--- src/lfws_ram.sv ---
module lfws_ram #(
    parameter int WIDTH = 8,
    parameter int DEPTH = 16
) (
    input  logic                                         i_clk,
    input  logic                                         i_we,
    input  logic [((DEPTH > 1) ? $clog2(DEPTH) : 1)-1:0] i_waddr,
    input  logic [WIDTH-1:0]                             i_wdata,
    input  logic [((DEPTH > 1) ? $clog2(DEPTH) : 1)-1:0] i_raddr,
    output logic [WIDTH-1:0]                             o_rdata
);
    logic [WIDTH-1:0] r_mem [DEPTH];
    logic [WIDTH-1:0] r_rdata;

    always_ff @(posedge i_clk) begin
        if (i_we) begin
            r_mem[i_waddr] <= i_wdata;
        end
        r_rdata <= r_mem[i_raddr];
    end

    assign o_rdata = r_rdata;
endmodule

--- config.mk ---
export PLATFORM = sky130hd
export DESIGN_NAME = lfws_ram
export DESIGN_NICKNAME = d
export VERILOG_FILES = /design/src/lfws_ram.sv
export SDC_FILE = /design/constraint.sdc
export NUM_CORES = 1
export LEC_CHECK = 0
export ABC_AREA = 1
export BUFFER_PORTS_ARGS = -buffer_cell sky130_fd_sc_hd__buf_4
export CORE_MARGIN = 2
export CORE_UTILIZATION = 39
export DETAILED_ROUTE_END_ITERATION = 7
export PLACE_DENSITY_LB_ADDON = 0.15
export SYNTH_ARGS = -nofsm -noshare
export SYNTH_HDL_FRONTEND = slang
export SYNTH_SLANG_ARGS = --single-unit
--- constraint.sdc ---
create_clock -name i_clk -period 1.55 [get_ports i_clk]
set_clock_uncertainty 0.1 [all_clocks]
set_input_delay 0.2325 -clock i_clk [delete_from_list [all_inputs] [get_ports i_clk]]
set_output_delay 0.2325 -clock i_clk [all_outputs]
set_load 0.05 [all_outputs]
# ---- Word level (Yosys, flattened, before mapping)
# Memory sizes are Yosys's and may differ from the RTL's. A register that Yosys moved wholly into a read port is not among the register bits.
# Cells that the tools add are included.
dict set report totals {
  ff_bits 0
  mem_bits_rw 128
  inputBits 18
  elab_cells 3
  n_memories 1
}
# name depth word_bits read_ports rd_ports_with_merged_regs wr line_no
set mem_list {}
lappend mem_list {r_mem 16 8 1 1 1 12} ;# logic [WIDTH-1:0] r_mem [DEPTH];
dict set report classes {
  n_mux 2
}
# op count
set op_table {}
lappend op_table {{1-bit 2-to-1 mux} 2}

# ---- Logic depth before layout (Yosys ltp)
# Gate-level depths: netlist of the first run.
dict set report depth {
  depth_word 2
  ltp_mapped 8
}

# ---- Least setup slack after synthesis of the first run
# Ideal clock, no wire load.
dict set report synth_path {
  path_kind {input to register}
  startpoint {input port i_waddr[2] in the netlist's numbering}
  endpoint {memory r_mem[10][0], enable pin}
  setup_ns 0.370
  arrival_ns 0.813
  slack_ns 0.267
  cell_stages 2
  path_buffers 0
  path_cell_list {nand3b_1 > nor2_1}
}
# element line_no
set synth_lines {}
lappend synth_lines {{start: declaration} 7} ;# input logic [((DEPTH > 1) ? $clog2(DEPTH) : 1)-1:0] i_waddr,
lappend synth_lines {{end: declaration} 12}
# Straight into the memory's write port.

# ---- Final worst setup path of the first run
dict set report layout_path {
  startpoint {register r_rdata[2], in the netlist o_rdata[2], read port of r_mem}
  endpoint {output port o_rdata[2]}
}
# element line_no
set layout_lines {}
lappend layout_lines {{start: declaration} 13} ;# logic [WIDTH-1:0] r_rdata;
lappend layout_lines {{end: declaration} 10} ;# output logic [WIDTH-1:0] o_rdata
# No word-level cell between the ends.

==> impl_results.md, run 1 <==
* Fmax at 0.7475 GHz
* CP top delay family: flip-flops
* I/O Pins at 26
* Row count at 44
* Reg clk slew, reported paths at 0.05 ns
* Top post-synthesis cells by area: edfxtp_1 67%, nand2_1 11%, nand3_1 8.4%
* Post CTS Setup Buffer Count at 0
* Worst Setup Start Kind: register
* Synthesized Nets at 569
* CTS buffer count at 17
* Die Span X at 125.6 µm
* DP Worst Slack at 0.04087 ns
* CP Cell Sequence: buf_4
* Diodes inserted at 0
* Pleak at 2.931 nW
* DRC viols at 0
* Worst skew pair latency at 0.41 ns
* CTS tree: built
* Clk root buf: clkbuf_16
* DR WL/cell at 17.14 µm
* Resize count post-CTS at 0
* Final WS setup at 0.2122 ns
* Routed vias at 3724
* Antenna Violating Nets Remaining at 0
* VDD IR max at 0.0005766 V
* Synth top area share at 0.6665
* Sequential share of the synthesized area at 0.6943
* GPL Wtd Cong at 0.7753
* Hold slack at 0.04522 ns
* Layout Cells excl Fill at 790
* Worst path slowest cell: dfxtp_1
* Most frequent cells in the layout: 173 x nand2_1, 128 x edfxtp_1, 100 x inv_1, 97 x nand3_1, 42 x buf_4
* Unrepaired setup endpoints after global routing: no
* Setup CP Type: reg2out
* Count of cell types in the netlist at 12
* Core area at 14480 µm²
* Final Hold Fails at 0
* Ys Warns at 0
* Final wirelength at 13540 µm
* Critical Path RT at 1.22 ns
* Setup TNS at 0 ns
* Crit. End Element: output port
* Die area at 15780 µm²
* Clock Path Buffers at 2
* Critical Path AT at 1.01 ns
* Post-cts hold buffer count at 0
* Max-slew violations at 0
* First-pass GRT wire length at 21270 µm
* Rel. slew slack at 0.5896
* Length of routed met2 wiring at 6391 µm
* Starting density of the core at 0.3983
* Hold Path Class: in2reg
* Inst Count DP at 758
* Synth Instances at 551
* Vias in the first global route at 3538
* Fillers at 1316
* Max-cap violations at 0
* Pwr/cell area at 1227 nW/µm²
* Cell Area, Synth at 5767 µm²
* Worst path bufs/invs at 1
* Yosys top cell by area: edfxtp_1
* Status: completed
* Max Used Layer: met4
* CP peak stage delay at 0.38 ns
* Area Overhead vs Synth at 17.16%
* Met3 WL at 546 µm
* Worst Max-Slew Pin Slew at 0.6147 ns
* Initial antenna violation count at 0
* Crit path max fanout at 1
* CTS H-tree lvls at 4
* Detailed Routing Iterations Pass 1 at 4
* WL met1 at 6304 µm
* Share of cells above drive strength 1 at 0.1271
* Final setup fails at 0
* Most common cell after layout, fill and taps aside: nand2_1
* Drt via density at 4.714
* Iteration-0 DRC Markers at 387
* # port buffers at 25
* Largest net degree at the start of global routing at 65
* Syn Area/Cell at 10.47 µm²
* Tmin final at 1.338 ns
* Fin util at 0.4666
* Post-DP HPWL at 8226 µm
* Die H at 125.6 µm
* Final #Nets at 611
* Total gr overflow at 0
* Seq cells post-synth at 136
* Final period utilization at 0.8631
* Clk sink count at 136
* Total GRT Usage at 0.1813
==> per-stage QoR <==
stage | total power [mW] | cell area (µm²)
detailed placement | 4.853 | 6246
global placement | 4.849 | 6246
finish | 8.287 | 6756
global route | 8.577 | 6756
floorplan | 4.582 | 5767
CTS | 8.346 | 6756
==> area by class of cell <==
cell class	instances	area, µm²	share of cell area
sequential	136	4004	0.5926
multi-input combinational	289	1214	0.1796
clock buffer	22	454.2	0.06722
timing repair buffer	47	415.4	0.06148
inverter	102	382.9	0.05667
tap	184	230.2	0.03407
clock inverter	10	56.30	0.008333
==> logic make-up (layout without fill, tap and decap cells) <==
family	Yosys count	after routing	share of synthesized area
buffers and inverters	126	181	0.09525
DFF	136	136	0.6943
and+or+nand+nor	289	289	0.2105
==> registers in the layout, indices dropped and copies added, names as in the netlist <==
register	cells
o_rdata	8
r_mem	128
==> synthesized netlist by cell type <==
library cell / instances
buf_1: 1
buf_2: 13
inv_1: 100
inv_2: 2
nand3_1: 97
nor2_1: 17
buf_6: 6
nand3b_1: 2
buf_4: 4
edfxtp_1: 128
nand2_1: 173
dfxtp_1: 8
==> routing by layer <==
| layer | GRT usage | up-vias |
|---|---|---|
| met5 | 0 | - |
| met4 | 0.06863 | 0 |
| met3 | 0.03680 | 18 |
| met2 | 0.2785 | 101 |
| met1 | 0.2555 | 1752 |
| li1 | - | 1853 |
==> power by group <==
part	leakage, nW	switching, mW	internal [mW]
combinational	1.45	0.434	0.189
clock	0.257	1.46	2.06
sequential	1.22	0.0322	4.11
total	2.93	1.92	6.36
==> path summary, 6_finish.rpt <==
check,start,end,slack [ns],depth (start not counted)
hold / removal,i_raddr[3],o_rdata[1],0.05,3
hold reg to reg,r_mem[13][2],o_rdata[2],0.55,6
setup / recovery,o_rdata[2],o_rdata[2],0.21,1
setup reg to reg,r_mem[13][3],o_rdata[3],0.45,6
Power figures use the tool's default switching activity.
==> run 2: changes to the inputs <==
--- a/config.mk
+++ b/config.mk
@@ -6,10 +6,10 @@
 export NUM_CORES = 1
 export LEC_CHECK = 0
 export ABC_AREA = 1
-export BUFFER_PORTS_ARGS = -buffer_cell sky130_fd_sc_hd__buf_4
 export CORE_MARGIN = 2
 export CORE_UTILIZATION = 39
 export DETAILED_ROUTE_END_ITERATION = 7
+export DONT_BUFFER_PORTS = 1
 export PLACE_DENSITY_LB_ADDON = 0.15
 export SYNTH_ARGS = -nofsm -noshare
 export SYNTH_HDL_FRONTEND = slang
==> impl_results.md, run 2 (same netlist as run 1, synthesis figures left out) <==
* Max-cap violations at 0
* Rel. slew slack at 0.4118
* Antenna Violating Nets Remaining at 0
* R2R cell count at 6
* Tmin final at 1.397 ns
* Unrepaired setup endpoints after global routing: no
* RR Endpoint: o_rdata[3]
* Largest net degree at the start of global routing at 66
* Inst Count DP at 732
* Critical Path RT at 1.22 ns
* Crit. Startpoint: o_rdata[0]
* Clk sink count at 136
* Worst skew pair latency at 0.42 ns
* Final wirelength at 13790 µm
* Vias in the first global route at 3625
* Final setup fails at 0
* Final Hold Fails at 0
* Most frequent cells in the layout: 173 x nand2_1, 128 x edfxtp_1, 100 x inv_1, 97 x nand3_1, 18 x buf_4
* Worst R2R Start: r_mem[13][3]
* Die area at 15780 µm²
* Biggest register: r_mem
* Routed vias at 3787
* Setup TNS at 0 ns
* First-pass GRT wire length at 21450 µm
* VDD IR max at 0.0007478 V
* DRC viols at 0
* Area Overhead vs Synth at 15.95%
* Worst Setup Start Kind: register
* Crit path max fanout at 1
* Hold path start: i_raddr[2]
* Reg clk slew, reported paths at 0.05 ns
* Resize count post-CTS at 0
* CTS H-tree lvls at 4
* # port buffers at 0
* Crit. End Element: output port
* Critical Path AT at 1.06 ns
* Flop-to-flop setup slack at 0.41 ns
* Fin util at 0.4618
* I/O Pins at 26
* Hold Path Class: in2reg
* Post-cts hold buffer count at 13
* Total GRT Usage at 0.1845
* Post CTS Setup Buffer Count at 0
* Total power draw at 8.363 mW
* Drt via density at 4.880
* Iteration-0 DRC Markers at 321
* CTS tree: built
* Share of cells above drive strength 1 at 0.07095
* Initial antenna violation count at 0
* Clk root buf: clkbuf_16
* Worst Max-Slew Pin Slew at 0.8794 ns
* GPL Wtd Cong at 0.7571
* Fmax at 0.7157 GHz
* Layout Cells excl Fill at 776
* WHS Path Cells at 3
* Diodes inserted at 0
* Worst Hold End: o_rdata[1]
* Final #Nets at 598
* Max-slew violations at 0
* Final WS setup at 0.1529 ns
* Status: completed
* Design Area, Final at 6686 µm²
* Core area at 14480 µm²
* Fillers at 1337
* Setup CP Type: reg2out
* Total gr overflow at 0
* Max FFs per register at 128
* Die Span X at 125.6 µm
* Pleak at 2.849 nW
* Post-DP HPWL at 8134 µm
* Pwr/cell area at 1251 nW/µm²
* Die H at 125.6 µm
* CTS buffer count at 17
* Starting density of the core at 0.3983
* Hold slack at 0.01944 ns
* Placed Area at 6026 µm²
* Row count at 44
* Detailed Routing Iterations Pass 1 at 5
* Most common cell after layout, fill and taps aside: nand2_1
* Final period utilization at 0.9014
* Clock Path Buffers at 2
* DR WL/cell at 17.77 µm
* DP Worst Slack at 0.2264 ns
## run 2: worst max path at each step
stage	endpoint	slack [ns]	cells past startpoint
finish	o_rdata[0]	0.15	0
global route	o_rdata[5]	0.12	0
CTS	o_rdata[5]	0.12	0
detailed placement	o_rdata[6]	0.23	4
global placement	o_rdata[6]	0.22	4
floorplan	r_mem[10][0]	0.27	2
## run 2: power breakdown
group | internal, mW | leakage, nW | switching [mW]
sequential | 4.12 | 1.22 | 0.111
combinational | 0.143 | 1.37 | 0.301
clock | 2.33 | 0.253 | 1.36
## run 2: layout make-up
type | instances | area (µm²) | area share
Multi-Input combinational cell | 289 | 1214 | 0.1815
Sequential cell | 136 | 4004 | 0.5988
Timing Repair Buffer | 34 | 325.3 | 0.04865
Clock buffer | 25 | 455.4 | 0.06811
Inverter | 102 | 382.9 | 0.05726
Tap cell | 184 | 230.2 | 0.03443
Clock inverter | 6 | 75.07 | 0.01123
## run 2: per-layer routing
metal  up-vias  track usage  routed length [µm]  share of wire
met2        98       0.2785                6297           0.46
met4         0      0.08170                 322          0.023
met1      1840       0.2544                6555           0.48
met5         -            0                   0              0
met3        20      0.04450                 613          0.044
li1       1829            -                   -              -
## run 2: worst register-to-register path, cell delays in order (launching register included)
cell	delay, ns
edfxtp_1	0.35
inv_1	0.06
nand2_1	0.05
nand3_1	0.08
nand3_1	0.11
nand3_1	0.20
nand2_1	0.08
==> run 3: changes to the inputs <==
--- a/config.mk
+++ b/config.mk
@@ -6,6 +6,8 @@
 export NUM_CORES = 1
 export LEC_CHECK = 0
 export ABC_AREA = 1
+export CELL_PAD_IN_SITES_DETAIL_PLACEMENT = 1
+export CELL_PAD_IN_SITES_GLOBAL_PLACEMENT = 2
 export CORE_MARGIN = 2
 export CORE_UTILIZATION = 39
 export DETAILED_ROUTE_END_ITERATION = 7
==> impl_results.md, run 3 (same netlist as run 1, synthesis figures left out) <==
* Status: completed
* Pleak at 2.943 nW
* CTS H-tree lvls at 4
* Reg clk slew, reported paths at 0.06 ns
* CTS tree: built
* Unrepaired setup endpoints after global routing: no
* Logic gate share of total power at 0.049
* Final WS setup at 0.1384 ns
* Total gr overflow at 0
* I/O Pins at 26
* Setup CP Type: reg2out
* P_sw at 1.951 mW
* Placed Area at 6038 µm²
* DR WL/cell at 19.57 µm
* Drt via density at 4.904
* Pwr/cell area at 1368 nW/µm²
* Routed vias at 3815
* Clock share of power at 0.502
* Hold Path Class: in2reg
* Iteration-0 DRC Markers at 229
* Final setup fails at 0
* Rel. slew slack at 0.4218
* Final wirelength at 15220 µm
* Die Span X at 125.6 µm
* Starting density of the core at 0.3983
* Antenna Violating Nets Remaining at 0
* Share of cells above drive strength 1 at 0.09259
* Final period utilization at 0.9107
* Detailed Routing Iterations Pass 1 at 4
* Multi-input logic area at 1214 µm²
* Post CTS Setup Buffer Count at 0
* Max FFs per register at 128
* Seq pwr share at 0.449
* WHS Path Cells at 4
* Fillers at 1577
* First-pass GRT wire length at 23630 µm
* Layout Cells excl Fill at 778
* Crit path max fanout at 1
* Post-DP HPWL at 9086 µm
* Worst Setup Start Kind: register
* R2R cell count at 6
* Worst skew pair latency at 0.42 ns
* Core area at 14480 µm²
* Diodes inserted at 0
* Initial antenna violation count at 1
* Register area at 4004 µm²
* Worst Max-Slew Pin Slew at 0.8644 ns
* Crit. End Element: output port
* Clk root buf: clkbuf_16
* Row count at 44
* Most frequent cells in the layout: 173 x nand2_1, 128 x edfxtp_1, 100 x inv_1, 97 x nand3_1
* Total GRT Usage at 0.2069
* Design Area, Final at 6874 µm²
* # port buffers at 0
* Inst Count DP at 732
* Fmax at 0.7084 GHz
* Clk sink count at 136
* Setup TNS at 0 ns
* Die H at 125.6 µm
* VDD IR max at 0.0007035 V
* Area Overhead vs Synth at 19.20%
* DRC viols at 0
* Largest net degree at the start of global routing at 66
* Critical Path RT at 1.22 ns
* Final Hold Fails at 0
* GPL Wtd Cong at 0.8122
* Final #Nets at 599
* Critical Path AT at 1.08 ns
* Int Power at 7.453 mW
* CTS buffer count at 17
* Resize count post-CTS at 0
* Max-slew violations at 0
* Tmin final at 1.412 ns
* Vias in the first global route at 3994
* Die area at 15780 µm²
* Biggest register: r_mem
* DP Worst Slack at 0.1743 ns
* Most common cell after layout, fill and taps aside: nand2_1
* Clock Path Buffers at 2
* Max-cap violations at 0
* Stages on worst setup path at 0
* Sw Ratio at 0.2075
## run 3: final timing paths
path	to	slack [ns]	start
setup / recovery	o_rdata[5]	0.14	o_rdata[5]
hold / removal	o_rdata[0]	0.01	i_raddr[1]
hold reg to reg	o_rdata[4]	0.57	r_mem[14][4]
setup reg to reg	o_rdata[5]	0.41	r_mem[1][5]
## run 3: timing repair
action,4_1_cts,5_1_grt
hold endpoints to repair,136,1
endpoints found under the setup margin,0,1
hold buffers,13,2
## run 3: final cells by class
cell class,instances,share of cell area
flip-flops and latches,136,0.5825
multi-input cells,289,0.1766
clock buffers,21,0.06989
inverters,102,0.05570
repair buffers,35,0.05060
well taps,184,0.03349
clock inverters,11,0.03131
## run 3: metrics by stage
step | utilization | total power, mW | hold slack (ns)
finish | 0.4748 | 9.404 | 0.01035
global route | 0.4748 | 9.694 | 0.02719
floorplan | - | 4.582 | 0.2314
CTS | 0.4741 | 9.488 | 0.006789
global placement | 0.4170 | 4.655 | 0.2326
detailed placement | 0.4170 | 4.662 | 0.2326
## run 3: power groups by stage
stage | registers, mW | logic [mW] | clock network (mW)
3_5_place_dp | 4.30 | 0.358 | 0
3_3_place_gp | 4.30 | 0.353 | 0
4_1_cts | 4.23 | 0.470 | 4.79
2_1_floorplan | 4.29 | 0.290 | 0
5_1_grt | 4.23 | 0.521 | 4.94
6_report | 4.23 | 0.462 | 4.72
## run 3: per-layer routing
layer  part of all wire  wire length, µm  track usage
met1               0.47             7175       0.2823
met2               0.47             7217       0.3262
met3              0.038              583      0.05135
met4              0.015              230      0.06797
met5             0.0011               16            0
