$ cat src/lfws_pkg.sv
package lfws_pkg;

    localparam int RING_DEPTH = 10;
    localparam int USER_COUNT = 128;
    localparam int TIME_BITS  = 48;

    localparam int USER_BITS  = 7;
    localparam int EVT_TIME_BITS = 48;
    localparam int SCORE_BITS = 16;
    localparam int WIN_BITS   = 32;
    localparam int THR_BITS   = 4;
    localparam int PEN_BITS   = 8;
    localparam int CNT_BITS   = 4;

    localparam int SLOT_BITS  = (RING_DEPTH > 1) ? $clog2(RING_DEPTH) : 1;
    localparam int FILL_BITS  = $clog2(RING_DEPTH + 1);
    localparam int UA_BITS    = (USER_COUNT > 1) ? $clog2(USER_COUNT) : 1;
    localparam int TIME_DEPTH = USER_COUNT * RING_DEPTH;
    localparam int TA_BITS    = (TIME_DEPTH > 1) ? $clog2(TIME_DEPTH) : 1;

    localparam int CFG_IDX_BITS  = 2;
    localparam int CFG_DATA_BITS = 32;

    localparam logic [CFG_IDX_BITS-1:0] CFG_WINDOW     = 2'd0;
    localparam logic [CFG_IDX_BITS-1:0] CFG_THRESHOLD  = 2'd1;
    localparam logic [CFG_IDX_BITS-1:0] CFG_FAIL_PEN   = 2'd2;
    localparam logic [CFG_IDX_BITS-1:0] CFG_RESTR_PEN  = 2'd3;

    localparam logic [WIN_BITS-1:0] WINDOW_RESET    = 32'd30000;
    localparam logic [THR_BITS-1:0] THRESHOLD_RESET = 4'd3;
    localparam logic [PEN_BITS-1:0] FAIL_PEN_RESET  = 8'd5;
    localparam logic [PEN_BITS-1:0] RESTR_PEN_RESET = 8'd10;

    localparam logic [SCORE_BITS-1:0] SCORE_MAX = {SCORE_BITS{1'b1}};

    typedef struct packed {
        logic [SLOT_BITS-1:0]  head;
        logic [FILL_BITS-1:0]  fill;
        logic [SCORE_BITS-1:0] score;
    } t_ustate;

    localparam int USTATE_BITS = $bits(t_ustate);

    typedef struct packed {
        logic clear;
        logic en;
    } t_age_ctl;

    // Fold head + offset back into the ring; the sum is below twice the depth.
    function automatic logic [SLOT_BITS-1:0] wrap_slot(input logic [SLOT_BITS:0] sum);
        logic [SLOT_BITS:0] depth_ext;
        depth_ext = (SLOT_BITS + 1)'(RING_DEPTH);
        if (sum >= depth_ext) begin
            wrap_slot = SLOT_BITS'(sum - depth_ext);
        end else begin
            wrap_slot = SLOT_BITS'(sum);
        end
    endfunction

    function automatic logic [SCORE_BITS-1:0] sat_add(
        input logic [SCORE_BITS-1:0] score,
        input logic [PEN_BITS-1:0]   pen
    );
        logic [SCORE_BITS:0] sum;
        sum = {1'b0, score} + (SCORE_BITS + 1)'(pen);
        sat_add = sum[SCORE_BITS] ? SCORE_MAX : sum[SCORE_BITS-1:0];
    endfunction

endpackage

$ cat src/lfws_age_unit.sv
module lfws_age_unit (
    input  logic                                i_clk,
    input  logic                                i_rst_n,
    input  lfws_pkg::t_age_ctl                  i_ctl,
    input  logic [lfws_pkg::TIME_BITS-1:0]      i_now,
    input  logic [lfws_pkg::TIME_BITS-1:0]      i_then,
    input  logic [lfws_pkg::WIN_BITS-1:0]       i_window,
    output logic [lfws_pkg::FILL_BITS-1:0]      o_count
);
    localparam int CMP_BITS = (lfws_pkg::TIME_BITS > lfws_pkg::WIN_BITS) ?
                              lfws_pkg::TIME_BITS : lfws_pkg::WIN_BITS;

    logic [lfws_pkg::TIME_BITS:0]   w_diff;
    logic                           w_recent;
    logic [lfws_pkg::FILL_BITS-1:0] r_count;
    logic [lfws_pkg::FILL_BITS-1:0] n_count;

    // A borrow means the stored time is later than now: that entry counts.
    assign w_diff   = {1'b0, i_now} - {1'b0, i_then};
    assign w_recent = w_diff[lfws_pkg::TIME_BITS] ||
                      (CMP_BITS'(w_diff[lfws_pkg::TIME_BITS-1:0]) <= CMP_BITS'(i_window));

    always_comb begin
        n_count = r_count;
        if (i_ctl.clear) begin
            n_count = '0;
        end else if (i_ctl.en && w_recent) begin
            n_count = r_count + 1'b1;
        end
    end

    always_ff @(posedge i_clk) begin
        if (!i_rst_n) begin
            r_count <= '0;
        end else begin
            r_count <= n_count;
        end
    end

    assign o_count = r_count;
endmodule

$ cat config.mk
export PLATFORM = sky130hd
export DESIGN_NAME = lfws_age_unit
export DESIGN_NICKNAME = d
export VERILOG_FILES = /design/src/lfws_pkg.sv /design/src/lfws_age_unit.sv
export SDC_FILE = /design/constraint.sdc
export NUM_CORES = 1
export LEC_CHECK = 0
export ABC_AREA = 1
export BUFFER_PORTS_ARGS = -buffer_cell sky130_fd_sc_hd__buf_4
export CAP_MARGIN = 20
export CORE_MARGIN = 3
export CORE_UTILIZATION = 30
export CTS_CLUSTER_DIAMETER = 120
export DETAILED_ROUTE_END_ITERATION = 7
export SYNTH_ARGS = -nofsm -noshare
export SYNTH_HDL_FRONTEND = slang
export SYNTH_SLANG_ARGS = --single-unit
$ cat constraint.sdc
create_clock -name i_clk -period 6.3 [get_ports i_clk]
set_clock_uncertainty 0.2 [all_clocks]
set_input_delay 0.63 -clock i_clk [delete_from_list [all_inputs] [get_ports i_clk]]
set_output_delay 0.63 -clock i_clk [all_outputs]
set_load 0.02 [all_outputs]
* After elaboration in Yosys (flattened, before gate mapping)
Index checks and enable logic that the tools add are counted.
** Cells by class
- Add/subtract/negate cells :: 2
- Multiply operators :: 0
- Divide/modulo/power cells :: 0
- Magnitude comparators :: 1
- Equal/unequal tests :: 0
- Shift-type cells :: 0
- Mux-type cells :: 0
- Bitwise logic cells :: 1
- Reduce and logical (&&, ||, !) cells :: 3
** Operators by type and width (count)
- 48-bit by 48-bit subtractor with 49-bit output :: 1
- 48-bit by 32-bit <= comparator with 1-bit output :: 1
- 4-bit by 1-bit adder with 4-bit output, second input constant :: 1
- 2-bit OR reduction :: 1
- 1-bit logical AND :: 1
- 1-bit logical OR :: 1
- 1-bit NOT :: 1
** Storage, ports and cells
- Flip-flop bits (word level) :: 4
- Latch bits :: 0
- RAM bits :: 0
- ROM bits :: 0
- Bits of input ports :: 132
- Output and inout port bits :: 4
- Memories kept :: 0

* Logic depth before layout (Yosys ltp)
Gate-level depths: netlist (run 1).
- Depth after elaboration :: 4
- Mapped depth :: 30
- Depth with buffers taken out :: 30

* Least setup slack after synthesis (run 1)
OpenSTA, ideal clock, no wires.
- Path type :: input port to flip-flop
- Start point :: input i_now[0] in the netlist's numbering
- End point :: register r_count, in the netlist o_count[2]
- Library setup time :: 116 ps
- Data arrival time :: 3422 ps
- Data required time :: 5984 ps
- Slack :: 2562 ps
- Cell stages on the path :: 29
- Path buffers :: 0
- Cells stage by stage :: inv_1 > ha_1 > fa_1 > inv_1 > nand3_1 > nand3_1 > nand2_1 > nand2_1 > nand2_1 > nand2_1 > nand2_1 > nand2_1 > xor2_1 > ha_1 > nand2_1 > nor2_1 > nand2_1 > nor4_1 > nand2_1 > nand2_1 > nand2_1 > nor2_1 > nand2_1 > nor2_1 > nand3_2 > nand2_2 > nand2_1 > nand2_1 > a21oi_1
** Between the ends
- Longest elaborated chain between the ends :: 4
** RTL lines
- start, declared :: line lfws_age_unit.sv:5 : input logic [lfws_pkg::TIME_BITS-1:0] i_now,
- 48-bit by 48-bit subtractor with 49-bit output * :: line lfws_age_unit.sv:19 : assign w_diff = {1'b0, i_now} - {1'b0, i_then};
- 48-bit by 32-bit <= comparator with 1-bit output :: line lfws_age_unit.sv:21 : (CMP_BITS'(w_diff[lfws_pkg::TIME_BITS-1:0]) <= CMP_BITS'(i_window));
- 1-bit logical OR * :: line lfws_age_unit.sv:20 : assign w_recent = w_diff[lfws_pkg::TIME_BITS] ||
- 1-bit logical AND * :: line lfws_age_unit.sv:27 : end else if (i_ctl.en && w_recent) begin
- end signal, assigned :: line lfws_age_unit.sv:36 : r_count <= n_count;
- end, declared :: line lfws_age_unit.sv:15 : logic [lfws_pkg::FILL_BITS-1:0] r_count;
Mark *: on every way between the ends. The rest lies on a longest branch, timed or not.
A chain may end at the register's enable or synchronous reset.

* Final worst setup path (run 1)
- Start point :: input i_now[3] in the netlist's numbering
- End point :: register r_count, in the netlist o_count[2]
The elaborated chain is that of the path after synthesis.

==> results of run 1 <==
cell families (layout without fill, tap and decap cells):
| kind of cell | after synthesis | after routing | synth area share, % |
|---|---|---|---|
| simple gates | 587 | 587 | 47.4 |
| xor+xnor | 32 | 32 | 5.19 |
| flops | 4 | 4 | 1.48 |
| compound gates | 73 | 73 | 7.30 |
| fa+ha+maj | 82 | 82 | 19.1 |
| buf+inv | 281 | 419 | 19.5 |
critical path, delay by kind of cell:
family                   cells  cell delay (ps)
AO/OA/AOI/OAI                3              520
XOR/XNOR                     1              110
adder cells (fa/ha/maj)      2              660
buffers and inverters        2              160
AND/OR/NAND/NOR             20             2210
power breakdown:
part / internal (W) / switching [W]
Combinational: 0.000237 / 0.000365
Sequential: 0.0000259 / 0.000000592
Clock: 0.0000811 / 0.0000180
Total: 0.000344 / 0.000383
path summary, 6_finish.rpt:
kind	endpoint	slack [ps]	cells after the start
setup / recovery	o_count[2]$_SDFFE_PP0P_	1900	28
setup reg to reg	o_count[2]$_SDFFE_PP0P_	5060	4
hold reg to reg	o_count[3]$_SDFFE_PP0P_	300	2
hold / removal	o_count[3]$_SDFFE_PP0P_	300	2
synthesized netlist by cell type (6+ instances only):
| cell type | count |
|---|---|
| nand2_2 | 18 |
| inv_2 | 15 |
| xnor2_1 | 9 |
| nor2_4 | 6 |
| nor2_1 | 74 |
| inv_1 | 266 |
| ha_1 | 81 |
| nand3_1 | 36 |
| o21ai_0 | 6 |
| nor2_2 | 25 |
| xor2_1 | 23 |
| nand4_1 | 13 |
| nor3_1 | 9 |
| nand2_1 | 388 |
| a21oi_1 | 54 |
| nand3_2 | 6 |
layer usage:
| layer | track usage (%) | share of wire, % |
|---|---|---|
| met5 | 0 | 0 |
| met4 | 2.50 | 1.2 |
| met3 | 1.33 | 5.2 |
| met2 | 29.5 | 43 |
| met1 | 26.0 | 50 |
layout make-up:
class / count / area [um2]
well taps: 225 / 282
multi-input cells: 774 / 4270
repair buffers: 135 / 1010
fillers: 2061 / 10700
flip-flops and latches: 4 / 80.1
clock buffers: 3 / 75.1
inverters: 281 / 1050
metrics by stage:
stage / util (%) / total power (W)
finish: 38.8 / 0.000727
global route: 38.8 / 0.000822
CTS: 38.8 / 0.000731
detailed placement: 38.3 / 0.000626
global placement: 38.3 / 0.000625
floorplan: - / 0.000435
cell usage in the layout, fill, tap and decap left out, drive strengths merged, types with 6 or more instances in the layout:
cell,netlist,final
nor2,105,105
ha,81,81
o21ai,6,6
buf,0,135
nand3,42,42
a21oi,54,54
nand4,13,13
xor2,23,23
inv,281,281
xnor2,9,9
nor3,14,14
nand2,407,407
==> impl_metrics.py, run 1 <==
metrics = {
    "critical_path": {
        "crit_required_ps": 6210,
        "slowest_delay_ps": 360,
        "crit_type": "in -> reg",
        "cp_common_cell": "nand2_1",
        "crit_path_end_kind": "flop",
        "r2r-start": "o_count[0]$_SDFFE_PP0P_",
        "start_kind": "primary input",
        "cp.arrival_ps": 4310,
        "worst-path-max-fanout": 6,
        "slowest_stage": "ha_1",
        "crit_start": "i_now[3]",
    },
    "layout": {
        "finalNetCount": 1413,
        "largest_reg_flops": 4,
        "areaGrowthSynthToFinish_pct": 25.4,
        "stdcell_count": 1422,
        "drive_gt1_share_pct": 18.0,
        "n_antenna_cell": 0,
        "fin_area_mm2": 0.00677,
    },
    "sta": {
        "setup_viol": 0,
        "slew_headroom_pct": 70.8,
        "finalHoldViolations": 0,
        "setup_tns_ps": 0,
        "max_freq_ghz": 0.227,
        "grt_setup_unrepaired": "false",
        "worstMarginPinSlew_ps": 434,
        "drv_slew": 0,
        "setup_slack_ps": 1900,
        "fin_crit_ps": 4400,
        "fin_crit_sh_pct": 69.8,
        "timing.hold.ws_ps": 304,
    },
    "worst_hold_path": {
        "min_from": "o_count[3]$_SDFFE_PP0P_",
        "min_path_type": "reg -> reg",
    },
    "status": {
        "status": "finished clean",
    },
    "synthesis": {
        "synth.avg_cell_area_um2": 5.10,
        "synth_top_flop_cell": "dfxtp_1",
        "synth.largest_area_cell": "nand2_1",
        "syn_nets": 1273,
        "synth_top_area_share_pct": 27.0,
        "synth-edff-count": 0,
        "synth_area_leaders": "nand2_1 (27%), ha_1 (19%), inv_1 (18%)",
        "async_flop_share_pct": 0,
        "synth.yosys.seq_area_share_pct": 1.48,
        "ys_types": 30,
        "synthesis.instances": 1059,
        "yosys_register_bits": 4,
        "synthesis.area_mm2": 0.00540,
        "synth_warnings": 0,
    },
    "route": {
        "post-route-drc-count": 0,
        "routed_wl_um": 18000,
        "routed-via-count": 6287,
        "initialDrtViolationCount": 314,
        "vias_per_cell": 4.42,
        "post_drt_wl_per_cell_um": 12.6,
        "drtAntennaViolNets": 0,
        "drt_pre_antenna_iters": 5,
    },
    "die": {
        "die-height_um": 140,
        "dieArea_mm2": 0.0197,
        "initial_utilization_pct": 30.9,
        "io_pins": 136,
        "core_area_mm2": 0.0175,
        "placementRows": 48,
        "dieWidth_um": 140,
    },
    "clock_tree": {
        "cts_root_buffer": "clkbuf_16",
        "cts_made_buffers": 3,
        "cts_resized": 0,
        "path_clk_slew_ps": 30,
        "cts_sinks": 4,
        "h-tree-depth": 1,
        "cts-hold-fix-buffers": 0,
        "post-cts-setup-buffers": 0,
        "cts_buffer_depth": 2,
        "cts_tree": "built",
        "clkLatencyLatePin_ps": 220,
    },
    "grt": {
        "grt_pass1_wl_um": 29200,
        "grt_pass1_vias": 5949,
        "overflow": 0,
        "grt_max_degree": 7,
        "antenna_found_initial": 0,
        "track_usage_pct": 17.9,
    },
    "place": {
        "numPortBuffers": 135,
        "place_area_mm2": 0.00670,
        "dp_hpwl_um": 16400,
        "pre_cts_ws_ps": 1710,
        "gp_congestion": 0.916,
        "dp_cells": 1419,
    },
    "job": {
        "maxCapViolCount": 0,
    },
    "power_and_ir_drop": {
        "vdd_drop_max_mv": 0.112,
        "p_leak_nw": 4.25,
        "power_density_mw_per_mm2": 107,
    },
}
Note: power is estimated with default switching activity, not from simulation.
==> inputs of run 2 (changes only) <==
- clock period: 6.3 -> 4.1 ns (I/O delays scaled with it)
==> impl_metrics.py, run 2 (synthesis results as in run 1) <==
metrics = {
    "die": {
        "initial_utilization_pct": 30.9,
        "dieWidth_um": 140,
        "io_pins": 136,
        "dieArea_mm2": 0.0197,
        "die-height_um": 140,
        "core_area_mm2": 0.0175,
        "placementRows": 48,
    },
    "layout": {
        "largest_reg_flops": 4,
        "finalNetCount": 1447,
        "final_cell_mix": "nand2_1 (366), inv_1 (265), buf_4 (169)",
        "n_antenna_cell": 0,
        "drive_gt1_share_pct": 25.6,
        "fin_area_mm2": 0.00731,
        "layout_commonest_cell": "nand2_1",
        "areaGrowthSynthToFinish_pct": 35.2,
        "fillerInstances": 1953,
    },
    "critical_path": {
        "crit_type": "in -> reg",
        "slowest_delay_ps": 380,
        "r2r-start": "o_count[0]$_SDFFE_PP0P_",
        "cp.arrival_ps": 3770,
        "start_kind": "primary input",
        "crit_required_ps": 4010,
        "cp_common_cell": "nand2_1",
        "crit_path_end_kind": "flop",
        "worst-path-max-fanout": 6,
        "slowest_stage": "fa_2",
        "reg2regPathDepth": 4,
        "r2r_end": "o_count[2]$_SDFFE_PP0P_",
        "r2r_slack_ps": 2860,
    },
    "route": {
        "drt_pre_antenna_iters": 7,
        "post-route-drc-count": 0,
        "routed_wl_um": 18500,
        "post_drt_wl_per_cell_um": 12.7,
        "initialDrtViolationCount": 303,
        "routed-via-count": 6465,
        "drtAntennaViolNets": 0,
        "vias_per_cell": 4.44,
    },
    "grt": {
        "grt_pass1_vias": 6071,
        "antenna_found_initial": 0,
        "overflow": 0,
        "grt_pass1_wl_um": 29300,
        "track_usage_pct": 17.9,
        "grt_max_degree": 7,
    },
    "sta": {
        "setup_slack_ps": 241,
        "setup_viol": 0,
        "drv_slew": 0,
        "fin_crit_ps": 3860,
        "fin_crit_sh_pct": 94.1,
        "slew_headroom_pct": 58.5,
        "worstMarginPinSlew_ps": 615,
        "max_freq_ghz": 0.259,
        "finalHoldViolations": 0,
    },
    "worst_hold_path": {
        "worstHoldPathCells": 4,
        "hold_end": "o_count[0]$_SDFFE_PP0P_",
        "min_from": "i_ctl[1]",
        "min_path_type": "in -> reg",
    },
    "place": {
        "numPortBuffers": 135,
        "gp_congestion": 0.982,
        "dp_hpwl_um": 16600,
        "place_area_mm2": 0.00689,
        "pre_cts_ws_ps": -209,
    },
    "clock_tree": {
        "clkLatencyLatePin_ps": 230,
        "path_clk_slew_ps": 30,
        "cts_root_buffer": "clkbuf_16",
        "cts_buffer_depth": 2,
        "cts_tree": "built",
        "cts_sinks": 4,
        "h-tree-depth": 1,
        "cts_made_buffers": 3,
    },
    "job": {
        "maxCapViolCount": 0,
    },
    "power_and_ir_drop": {
        "p_leak_nw": 4.42,
        "power.total_w": 0.00123,
        "vdd_drop_max_mv": 0.151,
        "power_density_mw_per_mm2": 168,
    },
    "status": {
        "status": "finished clean",
    },
}
run 2: changes by cell type in the layout (fill, tap and decap cells not counted), sizes merged:
cell	previous run	this run
buf	135	169
run 2: metal layers:
layer | wire length, um | GRT usage [%] | share of wire (%)
met5 | 0 | 0 | 0
met4 | 227 | 1.99 | 1.2
met3 | 983 | 1.47 | 5.3
met2 | 8130 | 29.6 | 44
met1 | 9140 | 26.2 | 49
run 2: cell type report:
cell class,count,area (um2),area share [%]
flip-flops and latches,4,80.1,1.10
multi-input cells,774,4550,62.2
inverters,281,1050,14.4
clock buffers,3,75.1,1.03
repair buffers,169,1270,17.4
well taps,225,282,3.85
run 2: worst max-delay path by stage:
stage	start	endpoint	slack, ps	depth (start not counted)
after global placement	i_now[0]	o_count[2]$_SDFFE_PP0P_	-130	31
after CTS	i_now[0]	o_count[2]$_SDFFE_PP0P_	60	31
final	i_now[0]	o_count[2]$_SDFFE_PP0P_	240	31
after floorplan	i_now[0]	o_count[2]$_SDFFE_PP0P_	580	29
after detailed placement	i_now[0]	o_count[2]$_SDFFE_PP0P_	-210	31
after global routing	i_now[0]	o_count[3]$_SDFFE_PP0P_	-40	31
run 2: critical path, delay by kind of cell:
kind            cells  cell delay (ps)
compound gates      1               60
xor+xnor            1               70
fa+ha+maj           3              840
buf+inv             4              350
simple gates       22             2050
run 2: per-stage QoR:
stage | util (%) | hold WS [ps] | TNS (ps) | cells
2_1_floorplan | - | 357 | 0 | 1059
3_3_place_gp | 39.4 | 294 | -472 | 1445
3_5_place_dp | 39.4 | 287 | -791 | 1445
4_1_cts | 39.9 | 241 | 0 | 1448
5_1_grt | 41.8 | 278 | -131 | 1456
6_report | 41.8 | 238 | 0 | 1456
run 2: where the power goes:
group	internal (W)	leakage, nW	switching, W	total (W)
clock network	0.000125	0.0370	0.0000308	0.000156
registers	0.0000398	0.0323	0.000000877	0.0000407
logic	0.000429	4.35	0.000601	0.00103
run 2: timing repair:
action / in CTS / in global routing
hold buffers: 0 / 0
resized for setup: 1 / 74
endpoints found under the setup margin: 1 / 4
buffers inserted: 0 / 8
pin swaps: 0 / 14
==> inputs of run 3 (changes only) <==
- ABC_AREA: 1 -> unset
- clock period: 4.1 -> 4.8 ns (I/O delays scaled with it)
==> impl_metrics.py, run 3 <==
metrics = {
    "sta": {
        "setup_viol": 0,
        "worstMarginPinSlew_ps": 668,
        "setup_slack_ps": 22.4,
        "max_freq_ghz": 0.209,
        "fin_crit_sh_pct": 99.5,
        "finalHoldViolations": 0,
        "slew_headroom_pct": 54.9,
        "drv_slew": 0,
        "grt_setup_unrepaired": "true",
        "fin_crit_ps": 4780,
    },
    "job": {
        "maxCapViolCount": 0,
    },
    "clock_tree": {
        "cts_made_buffers": 3,
        "h-tree-depth": 1,
        "path_clk_slew_ps": 30,
        "cts_root_buffer": "clkbuf_16",
        "cts_buffer_depth": 2,
        "cts-hold-fix-buffers": 0,
        "clkLatencyLatePin_ps": 220,
        "cts_tree": "built",
        "cts_sinks": 4,
    },
    "grt": {
        "antenna_found_initial": 0,
        "grt_pass1_vias": 5515,
        "grt_pass1_wl_um": 25000,
        "track_usage_pct": 18.0,
        "grt_max_degree": 10,
        "overflow": 0,
    },
    "synthesis": {
        "syn_nets": 883,
        "synthesis.instances": 669,
        "yosysMostFrequentCell": "inv_1",
        "synth_top_area_share_pct": 22.8,
        "synth-edff-count": 0,
        "yosys_register_bits": 4,
        "synth.largest_area_cell": "ha_1",
        "synth_area_leaders": "ha_1 (23%), a21oi_1 (8.7%), inv_1 (8.1%)",
        "async_flop_share_pct": 0,
        "synth_warnings": 0,
        "ys_types": 73,
        "yosys-top-cells-count": "inv_1 (96), ha_1 (81), a21oi_1 (77), nand2_1 (60)",
        "synth.yosys.seq_area_share_pct": 1.80,
        "synthesis.area_mm2": 0.00445,
        "synth_top_flop_cell": "dfxtp_1",
        "synth.avg_cell_area_um2": 6.65,
    },
    "status": {
        "status": "finished clean",
    },
    "route": {
        "vias_per_cell": 5.29,
        "drt_pre_antenna_iters": 5,
        "drtAntennaViolNets": 0,
        "post-route-drc-count": 0,
        "routed-via-count": 5677,
        "post_drt_wl_per_cell_um": 14.7,
        "initialDrtViolationCount": 239,
        "routed_wl_um": 15800,
    },
    "worst_hold_path": {
        "min_from": "o_count[3]$_SDFFE_PP0P_",
        "min_path_type": "reg -> reg",
    },
    "layout": {
        "stdcell_count": 1074,
        "fillerInstances": 1487,
        "areaGrowthSynthToFinish_pct": 53.4,
        "fin_util_pct": 48.1,
        "fin_area_mm2": 0.00683,
        "drive_gt1_share_pct": 35.0,
        "finalNetCount": 1110,
        "final_cell_mix": "buf_4 (237), inv_1 (95), ha_1 (76)",
        "layout_commonest_cell": "buf_4",
        "n_antenna_cell": 0,
        "largest_reg_flops": 4,
    },
    "critical_path": {
        "crit_start": "i_now[0]",
        "cp.arrival_ps": 4670,
        "worst-path-max-fanout": 4,
        "crit_path_end_kind": "flop",
        "start_kind": "primary input",
        "reg2regPathDepth": 4,
        "crit_type": "in -> reg",
        "crit_required_ps": 4700,
        "r2r_end": "o_count[1]$_SDFFE_PP0P_",
        "r2r_slack_ps": 3320,
        "critPathCapture": "o_count[0]$_SDFFE_PP0P_",
        "r2r-start": "o_count[0]$_SDFFE_PP0P_",
    },
    "die": {
        "core_area_mm2": 0.0142,
        "io_pins": 136,
        "die-height_um": 128,
        "initial_utilization_pct": 31.3,
        "dieWidth_um": 128,
        "dieArea_mm2": 0.0163,
        "placementRows": 43,
    },
    "place": {
        "place_area_mm2": 0.00640,
        "dp_hpwl_um": 13600,
        "gp_congestion": 0.896,
        "numPortBuffers": 135,
        "dp_cells": 1067,
        "pre_cts_ws_ps": -574,
    },
    "power_and_ir_drop": {
        "p_leak_nw": 3.46,
        "vdd_drop_max_mv": 0.0737,
        "power_density_mw_per_mm2": 156,
    },
}
run 3: layout make-up:
cell class              count  area [um2]  share of cell area (%)
inverters                  96         360                    5.28
flip-flops and latches      4        80.1                    1.17
multi-input cells         551        4280                    62.6
clock buffers               3        75.1                    1.10
repair buffers            240        1810                    26.5
well taps                 180         225                    3.30
run 3: timing repair:
item | 4_1_cts | 5_1_grt
endpoints found under the hold margin | 0 | 0
endpoints found under the setup margin | 4 | 4
setup buffers | 2 | 2
pin swaps | 23 | 22
resized for setup | 29 | 33
run 3: kinds of logic (layout without fill, tap and decap cells):
| kind of cell | Yosys count | count (layout) | share of synthesized area (%) |
|---|---|---|---|
| fa+ha+maj | 82 | 82 | 23.2 |
| simple gates | 209 | 209 | 24.2 |
| xor+xnor | 32 | 32 | 6.30 |
| compound gates | 223 | 223 | 33.4 |
| buf+inv | 114 | 339 | 9.84 |
| mux | 5 | 5 | 1.24 |
| flops | 4 | 4 | 1.80 |
run 3: critical path, stage by stage:
cell and delay (ps):
buf_6 70, inv_2 30, ha_4 150, fa_2 340
nand2b_4 160, a21oi_4 170, o21ai_4 100, and2_4 180
o21a_4 220, o21ai_2 150, a21o_1 150, a21oi_2 60
xnor2_1 130, ha_1 270, nand4_1 130, nor3_2 260
and3b_2 230, buf_4 110, o221ai_2 120, a221o_1 330
a2111oi_4 210, nor4b_4 260, and3_4 260, o211ai_2 80
run 3: power breakdown:
group / internal [W] / switching, W / leakage, nW
sequential: 0.0000341 / 0.000000996 / 0.0323
clock: 0.000106 / 0.0000219 / 0.0370
combinational: 0.000439 / 0.000465 / 3.39
total: 0.000580 / 0.000488 / 3.46
run 3: worst min-delay path by stage:
stage,endpoint,slack (ps),depth (start not counted)
after floorplan,o_count[2]$_SDFFE_PP0P_,400,2
after global placement,o_count[3]$_SDFFE_PP0P_,340,2
after detailed placement,o_count[3]$_SDFFE_PP0P_,350,2
after CTS,o_count[3]$_SDFFE_PP0P_,370,2
after global routing,o_count[3]$_SDFFE_PP0P_,380,2
final,o_count[3]$_SDFFE_PP0P_,360,2
run 3: layer usage:
layer	GRT usage, %	up-vias	part of all wire [%]	routed length (um)
met5	0	-	0	0
met4	2.87	0	1.2	196
met3	1.92	17	6.5	1030
met2	31.9	180	48	7550
met1	23.9	2587	45	7050
li1	-	2893	-	-
run 3: through the flow:
stage	power [W]	hold slack (ps)	setup TNS, ps
6_report	0.00107	365	0
3_3_place_gp	0.000864	336	-2070
5_1_grt	0.00117	378	-687
2_1_floorplan	0.000531	400	0
4_1_cts	0.00103	366	-337
3_5_place_dp	0.000870	346	-2280
